### src/hw/rtl/rgbcrop_pkg.sv
// shared constants and types of the 24-bit row-padded crop block
`timescale 1ns / 1ps
`default_nettype none
package rgbcrop_pkg;

  // widest source row that the position counter is sized for, in pixels
  localparam int unsigned MaxWidth = 4096;

  // field and register widths
  localparam int unsigned ByteW    = 8;
  localparam int unsigned DimW     = 13;
  localparam int unsigned OffW     = 12;
  localparam int unsigned PosW     = 14;
  localparam int unsigned CfgIdxW  = 3;
  localparam int unsigned CfgDataW = 13;

  // configuration register indexes
  typedef enum logic [CfgIdxW-1:0] {
    CfgSrcWidth  = 3'd0,
    CfgSrcHeight = 3'd1,
    CfgCropX     = 3'd2,
    CfgCropY     = 3'd3,
    CfgCropW     = 3'd4,
    CfgCropH     = 3'd5
  } cfg_reg_e;

  // one kept byte waiting for the output side, with its trailing padding
  typedef struct packed {
    logic [ByteW-1:0] data;
    logic             row_last;
    logic [1:0]       pad;
    logic             img_row;
  } res_t;

endpackage
`default_nettype wire

### src/hw/rtl/rgb24_row_padded_crop.sv
// window crop of a 24-bit pixel byte stream with row padding on both sides
`timescale 1ns / 1ps
`default_nettype none
// Takes one source byte per cycle and gives zero or one kept byte, followed
// after the last kept byte of each row by up to three zero padding words, so
// that every output row is a multiple of four bytes. A byte is accepted in
// every cycle while the output side keeps up; a row-end byte holds the
// output register until the last of its padding words has been taken, and the
// input waits only for that drain. Position and row counters are updated as
// each byte is accepted; start_of_image clears them for that byte. The
// window is clipped to the source. Configuration writes are taken at once
// and are expected only while no word is in flight.
module rgb24_row_padded_crop (
  input  wire logic        clk_i,
  input  wire logic        rst_ni,
  // configuration write channel
  input  wire logic        cfg_valid_i,
  output logic             cfg_ready_o,
  input  wire logic [rgbcrop_pkg::CfgIdxW-1:0]  cfg_index_i,
  input  wire logic [rgbcrop_pkg::CfgDataW-1:0] cfg_data_i,
  // source byte stream
  input  wire logic        s_axis_tvalid,
  output logic             s_axis_tready,
  input  wire logic [7:0]  s_axis_tdata,   // [7:0] src_byte
  input  wire logic        s_axis_tuser,   // [0] start_of_image
  // cropped byte stream
  output logic             m_axis_tvalid,
  input  wire logic        m_axis_tready,
  output logic [7:0]       m_axis_tdata,   // [7:0] out_byte
  output logic             m_axis_tlast,   // row_end
  output logic [1:0]       m_axis_tuser    // [0] is_padding, [1] image_end
);

  localparam int unsigned DimW = rgbcrop_pkg::DimW;
  localparam int unsigned OffW = rgbcrop_pkg::OffW;
  localparam int unsigned PosW = rgbcrop_pkg::PosW;

  // configuration registers
  logic [DimW-1:0] src_width_q, src_height_q, crop_w_q, crop_h_q;
  logic [OffW-1:0] crop_x_q, crop_y_q;

  assign cfg_ready_o = 1'b1;

  always_ff @(posedge clk_i or negedge rst_ni) begin
    if (!rst_ni) begin
      src_width_q  <= DimW'(1);
      src_height_q <= DimW'(1);
      crop_x_q     <= '0;
      crop_y_q     <= '0;
      crop_w_q     <= DimW'(1);
      crop_h_q     <= DimW'(1);
    end else if (cfg_valid_i && cfg_ready_o) begin
      unique case (rgbcrop_pkg::cfg_reg_e'(cfg_index_i))
        rgbcrop_pkg::CfgSrcWidth:  src_width_q  <= cfg_data_i;
        rgbcrop_pkg::CfgSrcHeight: src_height_q <= cfg_data_i;
        rgbcrop_pkg::CfgCropX:     crop_x_q     <= cfg_data_i[OffW-1:0];
        rgbcrop_pkg::CfgCropY:     crop_y_q     <= cfg_data_i[OffW-1:0];
        rgbcrop_pkg::CfgCropW:     crop_w_q     <= cfg_data_i;
        rgbcrop_pkg::CfgCropH:     crop_h_q     <= cfg_data_i;
        default: ;
      endcase
    end
  end

  // clamped width, source stride and clipped window bounds
  logic [DimW-1:0] sw, xe, ye;
  logic [PosW-1:0] stride, x_sum, y_sum, xe3, x03;

  always_comb begin
    if (src_width_q == '0) begin
      sw = DimW'(1);
    end else if (src_width_q > DimW'(rgbcrop_pkg::MaxWidth)) begin
      sw = DimW'(rgbcrop_pkg::MaxWidth);
    end else begin
      sw = src_width_q;
    end
    // 3*w bytes plus padding; (-3w) mod 4 equals w mod 4
    stride = (PosW'(sw) << 1) + PosW'(sw) + PosW'(sw[1:0]);
    x_sum  = PosW'(crop_x_q) + PosW'(crop_w_q);
    y_sum  = PosW'(crop_y_q) + PosW'(crop_h_q);
    xe     = (x_sum < PosW'(sw)) ? x_sum[DimW-1:0] : sw;
    ye     = (y_sum < PosW'(src_height_q)) ? y_sum[DimW-1:0] : src_height_q;
    xe3    = (PosW'(xe) << 1) + PosW'(xe);
    x03    = (PosW'(crop_x_q) << 1) + PosW'(crop_x_q);
  end

  // position counters
  logic [PosW-1:0] byte_in_row_q, byte_in_row_d, pos;
  logic [DimW-1:0] row_index_q, row_index_d, row;
  logic            in_fire, keep, wrap;
  rgbcrop_pkg::res_t res_new;

  assign in_fire = s_axis_tvalid && s_axis_tready;

  always_comb begin
    pos  = s_axis_tuser ? '0 : byte_in_row_q;
    row  = s_axis_tuser ? '0 : row_index_q;
    keep = (row < src_height_q) && (row >= DimW'(crop_y_q)) && (row < ye) &&
           (DimW'(crop_x_q) < xe) && (pos >= x03) && (pos < xe3);
    wrap = ((PosW + 1)'(pos) + 1'b1) >= (PosW + 1)'(stride);

    byte_in_row_d = wrap ? '0 : pos + 1'b1;
    row_index_d   = (wrap && (row < src_height_q)) ? row + 1'b1 : row;

    res_new.data     = s_axis_tdata;
    res_new.row_last = ((PosW + 1)'(pos) + 1'b1) == (PosW + 1)'(xe3);
    // output row is 3*(xe-x) bytes, so its padding is (xe-x) mod 4
    res_new.pad      = res_new.row_last ? (xe[1:0] - crop_x_q[1:0]) : 2'd0;
    res_new.img_row  = ((DimW + 1)'(row) + 1'b1) == (DimW + 1)'(ye);
  end

  always_ff @(posedge clk_i or negedge rst_ni) begin
    if (!rst_ni) begin
      byte_in_row_q <= '0;
      row_index_q   <= '0;
    end else if (in_fire) begin
      byte_in_row_q <= byte_in_row_d;
      row_index_q   <= row_index_d;
    end
  end

  // result register and padding drain
  rgbcrop_pkg::res_t res_q;
  logic       res_valid_q, pad_phase_q;
  logic [1:0] pad_left_q;
  logic       out_fire, last_word;

  assign out_fire  = m_axis_tvalid && m_axis_tready;
  assign last_word = out_fire &&
                     (pad_phase_q ? (pad_left_q == 2'd1) : (res_q.pad == 2'd0));
  assign s_axis_tready = !res_valid_q || last_word;

  always_ff @(posedge clk_i or negedge rst_ni) begin
    if (!rst_ni) begin
      res_valid_q <= 1'b0;
      pad_phase_q <= 1'b0;
      pad_left_q  <= '0;
    end else if (in_fire && keep) begin
      res_valid_q <= 1'b1;
      pad_phase_q <= 1'b0;
      pad_left_q  <= '0;
    end else if (last_word) begin
      res_valid_q <= 1'b0;
      pad_phase_q <= 1'b0;
    end else if (out_fire) begin
      pad_phase_q <= 1'b1;
      pad_left_q  <= pad_phase_q ? pad_left_q - 1'b1 : res_q.pad;
    end
  end

  always_ff @(posedge clk_i) begin
    if (in_fire && keep) begin
      res_q <= res_new;
    end
  end

  // output word select
  always_comb begin
    m_axis_tvalid = res_valid_q;
    if (pad_phase_q) begin
      m_axis_tdata = '0;
      m_axis_tlast = (pad_left_q == 2'd1);
    end else begin
      m_axis_tdata = res_q.data;
      m_axis_tlast = res_q.row_last && (res_q.pad == 2'd0);
    end
    m_axis_tuser = {m_axis_tlast && res_q.img_row, pad_phase_q};
  end

  // checks
  a_pad_needs_valid: assert property (@(posedge clk_i) disable iff (!rst_ni)
    pad_phase_q |-> res_valid_q)
    else $error("padding phase without a pending result");

  a_no_overwrite: assert property (@(posedge clk_i) disable iff (!rst_ni)
    (in_fire && res_valid_q) |-> last_word)
    else $error("input accepted while result still draining");

  a_pad_continues: assert property (@(posedge clk_i) disable iff (!rst_ni)
    (out_fire && pad_phase_q && pad_left_q != 2'd1) |=> (res_valid_q && pad_phase_q))
    else $error("padding run cut short");

  a_image_end_is_row_end: assert property (@(posedge clk_i) disable iff (!rst_ni)
    (m_axis_tvalid && m_axis_tuser[1]) |-> m_axis_tlast)
    else $error("image end not on a row end");

endmodule
`default_nettype wire
### config.mk
export PLATFORM = sky130hd
export DESIGN_NAME = rgb24_row_padded_crop
export DESIGN_NICKNAME = d
export VERILOG_FILES = /design/src/hw/rtl/rgbcrop_pkg.sv /design/src/hw/rtl/rgb24_row_padded_crop.sv
export SDC_FILE = /design/constraint.sdc
export NUM_CORES = 1
export LEC_CHECK = 0
export BUFFER_PORTS_ARGS = -buffer_cell sky130_fd_sc_hd__buf_2
export CORE_ASPECT_RATIO = 1.1
export CORE_MARGIN = 5
export CORE_UTILIZATION = 30
export DETAILED_ROUTE_END_ITERATION = 12
export SLEW_MARGIN = 10
export SYNTH_ARGS = -nofsm -noshare
export SYNTH_HDL_FRONTEND = slang
export SYNTH_SLANG_ARGS = --single-unit
### constraint.sdc
create_clock -name clk_i -period 10.82 [get_ports clk_i]
set_input_delay 1.082 -clock clk_i [delete_from_list [all_inputs] [get_ports clk_i]]
set_output_delay 1.082 -clock clk_i [all_outputs]
set_load 0.01 [all_outputs]
After elaboration in Yosys (flattened, before gate mapping):

Index checks and enable logic that the tools add are counted.

* add/sub/neg operators: 12
* order comparisons: 10
* equal/unequal tests: 9
* multiplexer cells: 20
* reduce and logical (&&, ||, !) cells: 27

Operators by type and width (number)
* two-way mux 13 bit: 6
* adder 12 x 13 -> 14 bit: 2
* adder 14 x 13 -> 14 bit: 2
* less-than comparator 14 x 13 -> 1 bit: 2
* two-way mux 14 bit: 2
* less-than comparator 13 bit: 2
* adder 14 x 1 -> 15 bit (second input constant): 1
* == test 15 x 14 -> 1 bit: 1
* greater-or-equal comparator 15 x 14 -> 1 bit: 1
* adder 13 x 1 -> 14 bit (second input constant): 1
* adder 13 x 12 -> 14 bit: 1
* adder 14 x 1 -> 14 bit (second input constant): 1
* adder 14 x 2 -> 14 bit: 1
* == test 14 x 13 -> 1 bit: 1
* greater-or-equal comparator 14 bit: 1
* less-than comparator 14 bit: 1
* AND reduction 2 bit: 7
* adder 13 x 1 -> 13 bit (second input constant): 1
* greater-or-equal comparator 13 x 12 -> 1 bit: 1
* greater-than comparator 13 bit (second input constant): 1
* zero test 13 bit: 1
* less-than comparator 12 x 13 -> 1 bit: 1
* logical AND 1 bit: 12
* two-way mux 2 bit: 4
* other kinds (15): 24

* flip-flop bits (word level): 119
* input port bits: 30
* output and inout bits: 14
* word-level logic and storage cells: 93

Longest topological paths before layout:

* depth in word-level cells: 12
* depth in mapped cells: 42

Least setup slack after synthesis:

No wires, ideal clock.

* path kind: register to register
* from: reg crop_w_q[0]
* to: reg res_q[0] (netlist name) (enable)
* library setup time: 0.362 ns
* arrival time: 8.116 ns
* required time: 10.458 ns
* setup slack: 2.342 ns
* stages on the path, launching flop included: 41
* clock period less this slack: 8.478 ns
* cell sequence: dfstp_2 -> ha_1 -> inv_1 -> fa_1 -> nor2b_1 -> o31a_1 -> o311ai_0 -> a21oi_1 -> o21ai_0 -> a211o_1 -> xnor2_1 -> ha_1 -> and2_1 -> a31oi_1 -> and4b_1 -> a21boi_4 -> clkbuf_1 -> clkbuf_1 -> [... 5 more ...] -> a21oi_1 -> nor2_1 -> nor2_1 -> inv_1 -> and3_1 -> a221o_1 -> a311oi_2 -> xor2_1 -> ha_1 -> nand4_1 -> nor2_1 -> a221oi_1 -> nand4_1 -> a21oi_1 -> nand4_1 -> nor4bb_1 -> o311ai_0 -> nand2_1

* longest elaborated chain between the ends: 8
* elaborated cells between the ends (all ways): 10

RTL lines
* start: declaration: line rgb24_row_padded_crop.sv:39 `logic [DimW-1:0] src_width_q, src_height_q, crop_w_q, crop_h_q;`
* start signal: assignment: line rgb24_row_padded_crop.sv:50 `crop_w_q <= DimW'(1);`
* start signal: assignment: line rgb24_row_padded_crop.sv:58 `rgbcrop_pkg::CfgCropW: crop_w_q <= cfg_data_i;`
* adder 12 x 13 -> 14 bit *: line rgb24_row_padded_crop.sv:79 `x_sum = PosW'(crop_x_q) + PosW'(crop_w_q);`
* less-than comparator 14 x 13 -> 1 bit: line rgb24_row_padded_crop.sv:81 `xe = (x_sum < PosW'(sw)) ? x_sum[DimW-1:0] : sw;`
* two-way mux 13 bit *: line rgb24_row_padded_crop.sv:81
* parallel branches: the longest is 3 deep, another holds adder 14 x 13 -> 14 bit
* logical AND 1 bit *: line rgb24_row_padded_crop.sv:99 `(DimW'(crop_x_q) < xe) && (pos >= x03) && (pos < xe3);`
* logical AND 1 bit *: line rgb24_row_padded_crop.sv:152 `if (in_fire && keep) begin`
* end signal: assignment: line rgb24_row_padded_crop.sv:153 `res_q <= res_new;`
* end: declaration: line rgb24_row_padded_crop.sv:123 `rgbcrop_pkg::res_t res_q;`

Every way passes the cells marked *.
A chain may end at the register's enable or synchronous reset.

Worst setup path after layout:

* from: reg crop_x_q[2]
* to: reg res_q[9] (netlist name) (enable)

* longest elaborated chain between the ends: 8
* elaborated cells between the ends (all ways): 12

RTL lines
* start: declaration: line rgb24_row_padded_crop.sv:40 `logic [OffW-1:0] crop_x_q, crop_y_q;`
* start signal: assignment: line rgb24_row_padded_crop.sv:56 `rgbcrop_pkg::CfgCropX: crop_x_q <= cfg_data_i[OffW-1:0];`
* parallel branches: the longest is 6 deep, another holds adder 12 x 13 -> 14 bit
* logical AND 1 bit *: line rgb24_row_padded_crop.sv:99
* logical AND 1 bit *: line rgb24_row_padded_crop.sv:152

Marks and branches as above.

==> run summary <==
outcome -> complete, no violations
Tcrit/Tclk final -> 87.7%
WHS Path Cells -> 2
Seq cells post-synth -> 119
Fmax -> 0.105 GHz
Row Count -> 74
share of post-route cells with drive strength above 1 -> 12.2%
WHS -> 490 ps
CP arrival -> 9550 ps
drt first pass iters -> 6
nets -> 1484
largest net degree at the start of global routing -> 55
CP Launch Type -> flop
WP data required -> 10870 ps
PortBufs -> 42
pre-CTS setup slack -> 1400 ps
Worst R2R Path Depth -> 35
dominant synthesized flop cell -> dfrtp_1
Seq/Total Area, Yosys -> 27.1%
highest-delay cell along the critical path -> a21boi_4
combinational share of power -> 71.1%
Clk pwr share -> 14.3%
Setup Skew -> 11.1 ps
leading area contributor after synthesis -> dfrtp_1
Reg clk slew, reported paths -> 60 ps
Final Hold Fails -> 0
die width -> 195 um
WL final -> 30.4 mm
Slew Limit Fails -> 0
postcts setup bufs -> 0
Syn Std Cell Area -> 0.0112 mm2
Syn-to-layout area delta -> 12.2%
Starting DRT DRC Count -> 553
Mapped Nets -> 1444
Placer Congestion -> 0.879
top cells by area, synth -> dfrtp_1, ha_1, mux2_2
CTS Sinks -> 119
antenna violations before repair -> 0
first-pass GRT wire length -> 49.1 mm
Final Power -> 4.04 mW
CTS tree -> done
Post-CTS Resized -> 0
Via density -> 5.12
Net Switching -> 1.95 mW
vias in the first global route -> 9083
Tightest Hold Check Type -> flop to flop
kind of critical path -> flop to flop
Die H -> 213 um
CP max stage delay -> 630 ps
drt drc -> 0
cts hold-fix bufs -> 0
IO Count -> 44
Detailed Place HPWL -> 24.5 mm
CTS Buf Count -> 17
Clock Tree Buf Depth -> 2
most frequent CP cell -> ha_1
GRT Total Usage -> 14.8%
gr ovfl total -> 0
Skew-Pair Late Insertion Delay -> 420 ps
Inserted Diodes -> 0
ys async rst share -> 89.9%
H-tree levels -> 4
fin area -> 0.0126 mm2
Flop pwr share -> 14.6%
Inst Count DP -> 1741
DIE AREA -> 0.0414 mm2
Final Util -> 34.0%
maximum vdd drop -> 0.161 mV
area post-placement -> 0.0120 mm2
max cap viols -> 0
CTS root buf -> clkbuf_16
Power Internal -> 2.09 mW
static leakage -> 6.08 nW
setup repair after global routing missed its margin -> false
Sw Share -> 48.3%
Power per Cell Area -> 320 mW/mm2
Final Setup Violations -> 0
setup_tns -> 0 ps
post-synth top area share -> 22.9%
via count -> 9083
setup ws final -> 1330 ps
YS warnings -> 0
crit-path max FO -> 25
Gate Count Post-Synth -> 1226
slew of the pin with the lowest slew margin -> 1190 ps
Wirelength per Cell -> 17.1 um
fin cells -> 1773
Cell variety after synth -> 72
Core Region -> 0.0371 mm2
Mapped Avg Cell Area -> 9.17 um2
max_slew headroom -> 20.2%
Post-synth EDFFs -> 12
Initial Util -> 30.3%
Final ANT Viol Nets -> 0
Critical Path End Type -> flop
final worst path period need -> 9490 ps
## worst paths after layout
check	startpoint	endpoint	slack, ps
min reg2reg	row_index_q[6]$_DFFE_PN0P_	row_index_q[6]$_DFFE_PN0P_	490
max	crop_x_q[2]$_DFFE_PN0P_	res_q[9]$_DFFE_PP_	1330
max in group asynchronous	rst_ni	crop_w_q[6]$_DFFE_PN0P_	8930
min in group asynchronous	rst_ni	crop_h_q[1]$_DFFE_PN0P_	700
min	row_index_q[6]$_DFFE_PN0P_	row_index_q[6]$_DFFE_PN0P_	490
max reg2reg	crop_x_q[2]$_DFFE_PN0P_	res_q[9]$_DFFE_PP_	1330
## metal layers
layer	global-route usage [%]	share of wire [%]	vias up	wire (um)
met3	2.10	3.7	49	1120
met2	24.1	45	221	13700
met5	0	0	-	0
met4	6.04	3.7	0	1120
li1	-	-	4497	-
met1	19.8	47	4316	14400
## synthesized netlist by cell type, drive strengths merged (9+ instances only)
library cell,count
nor2,52
nand2,96
edfxtp,12
xor2,34
and3,16
a31oi,9
nor4,13
inv,97
nand3,27
clkbuf,20
dfrtp,103
nand2b,14
nor3,17
mux2,61
ha,182
o21a,26
o21ai,68
a21o,37
nor2b,51
a21oi,66
nand4,15
mux2i,23
xnor2,61
## cell families after synthesis
group                      Yosys count  synth area share (%)
xor gates and xnor gates            97                  7.80
DFF                                119                  27.1
other                                1                0.0334
buffers and inverters              123                  4.18
adders and majority gates          188                  21.3
muxes                               84                  8.16
AOI/OAI and AO/OA                  277                  16.1
and+or+nand+nor                    337                  15.3
## worst max-delay path, delay by kind of cell, from the launching register on
| family | cells | cell delay (ps) |
|---|---|---|
| adders and majority gates | 5 | 1590 |
| muxes | 1 | 450 |
| buffers and inverters | 1 | 90 |
| and+or+nand+nor | 13 | 2510 |
| AOI/OAI and AO/OA | 13 | 3510 |
| xor gates and xnor gates | 2 | 470 |
| DFF | 1 | 460 |
## flip-flops by register name, summed over array words and instances, names as in the netlist, 2 cells and up
register / cells
src_height_q: 13
pad_left_q: 2
byte_in_row_q: 14
crop_x_q: 12
row_index_q: 13
crop_h_q: 13
crop_w_q: 13
src_width_q: 13
crop_y_q: 12
res_q: 12
## power by group through the flow
stage	combinational (mW)	clock, mW	sequential (mW)
2_1_floorplan	2.18	0	0.566
3_3_place_gp	2.78	0	0.591
3_5_place_dp	2.84	0	0.595
4_1_cts	2.86	0.593	0.587
5_1_grt	3.21	0.617	0.596
6_report	2.87	0.578	0.588
## final cells by class
| cell class | instances | area (um2) |
|---|---|---|
| multi-input cells | 984 | 7750 |
| clock buffers | 17 | 425 |
| fillers | 3771 | 24500 |
| flip-flops and latches | 119 | 3040 |
| clock inverters | 15 | 166 |
| inverters | 97 | 364 |
| repair buffers | 47 | 250 |
| well taps | 494 | 618 |
## cells in the final DEF, fill, tap and decap left out, types with 8 or more instances in the layout
cell         n
nor2_1      52
o31ai_1      8
a21oi_1     66
mux2_2      61
mux2i_1     23
a21o_1      37
a31oi_1      9
inv_1       96
xor2_1      34
and3_1      16
nor2b_1     51
o21bai_1     8
o21a_1      26
nand2_1     96
dfrtp_1    103
xnor2_1     61
clkbuf_16   17
nand2b_1    14
ha_1       182
nand3_1     27
buf_2       41
nor4_1      13
nand4_1     15
o21ai_0     68
nor3_1      16
edfxtp_1    12
Note: power is estimated with default switching activity, not from simulation.
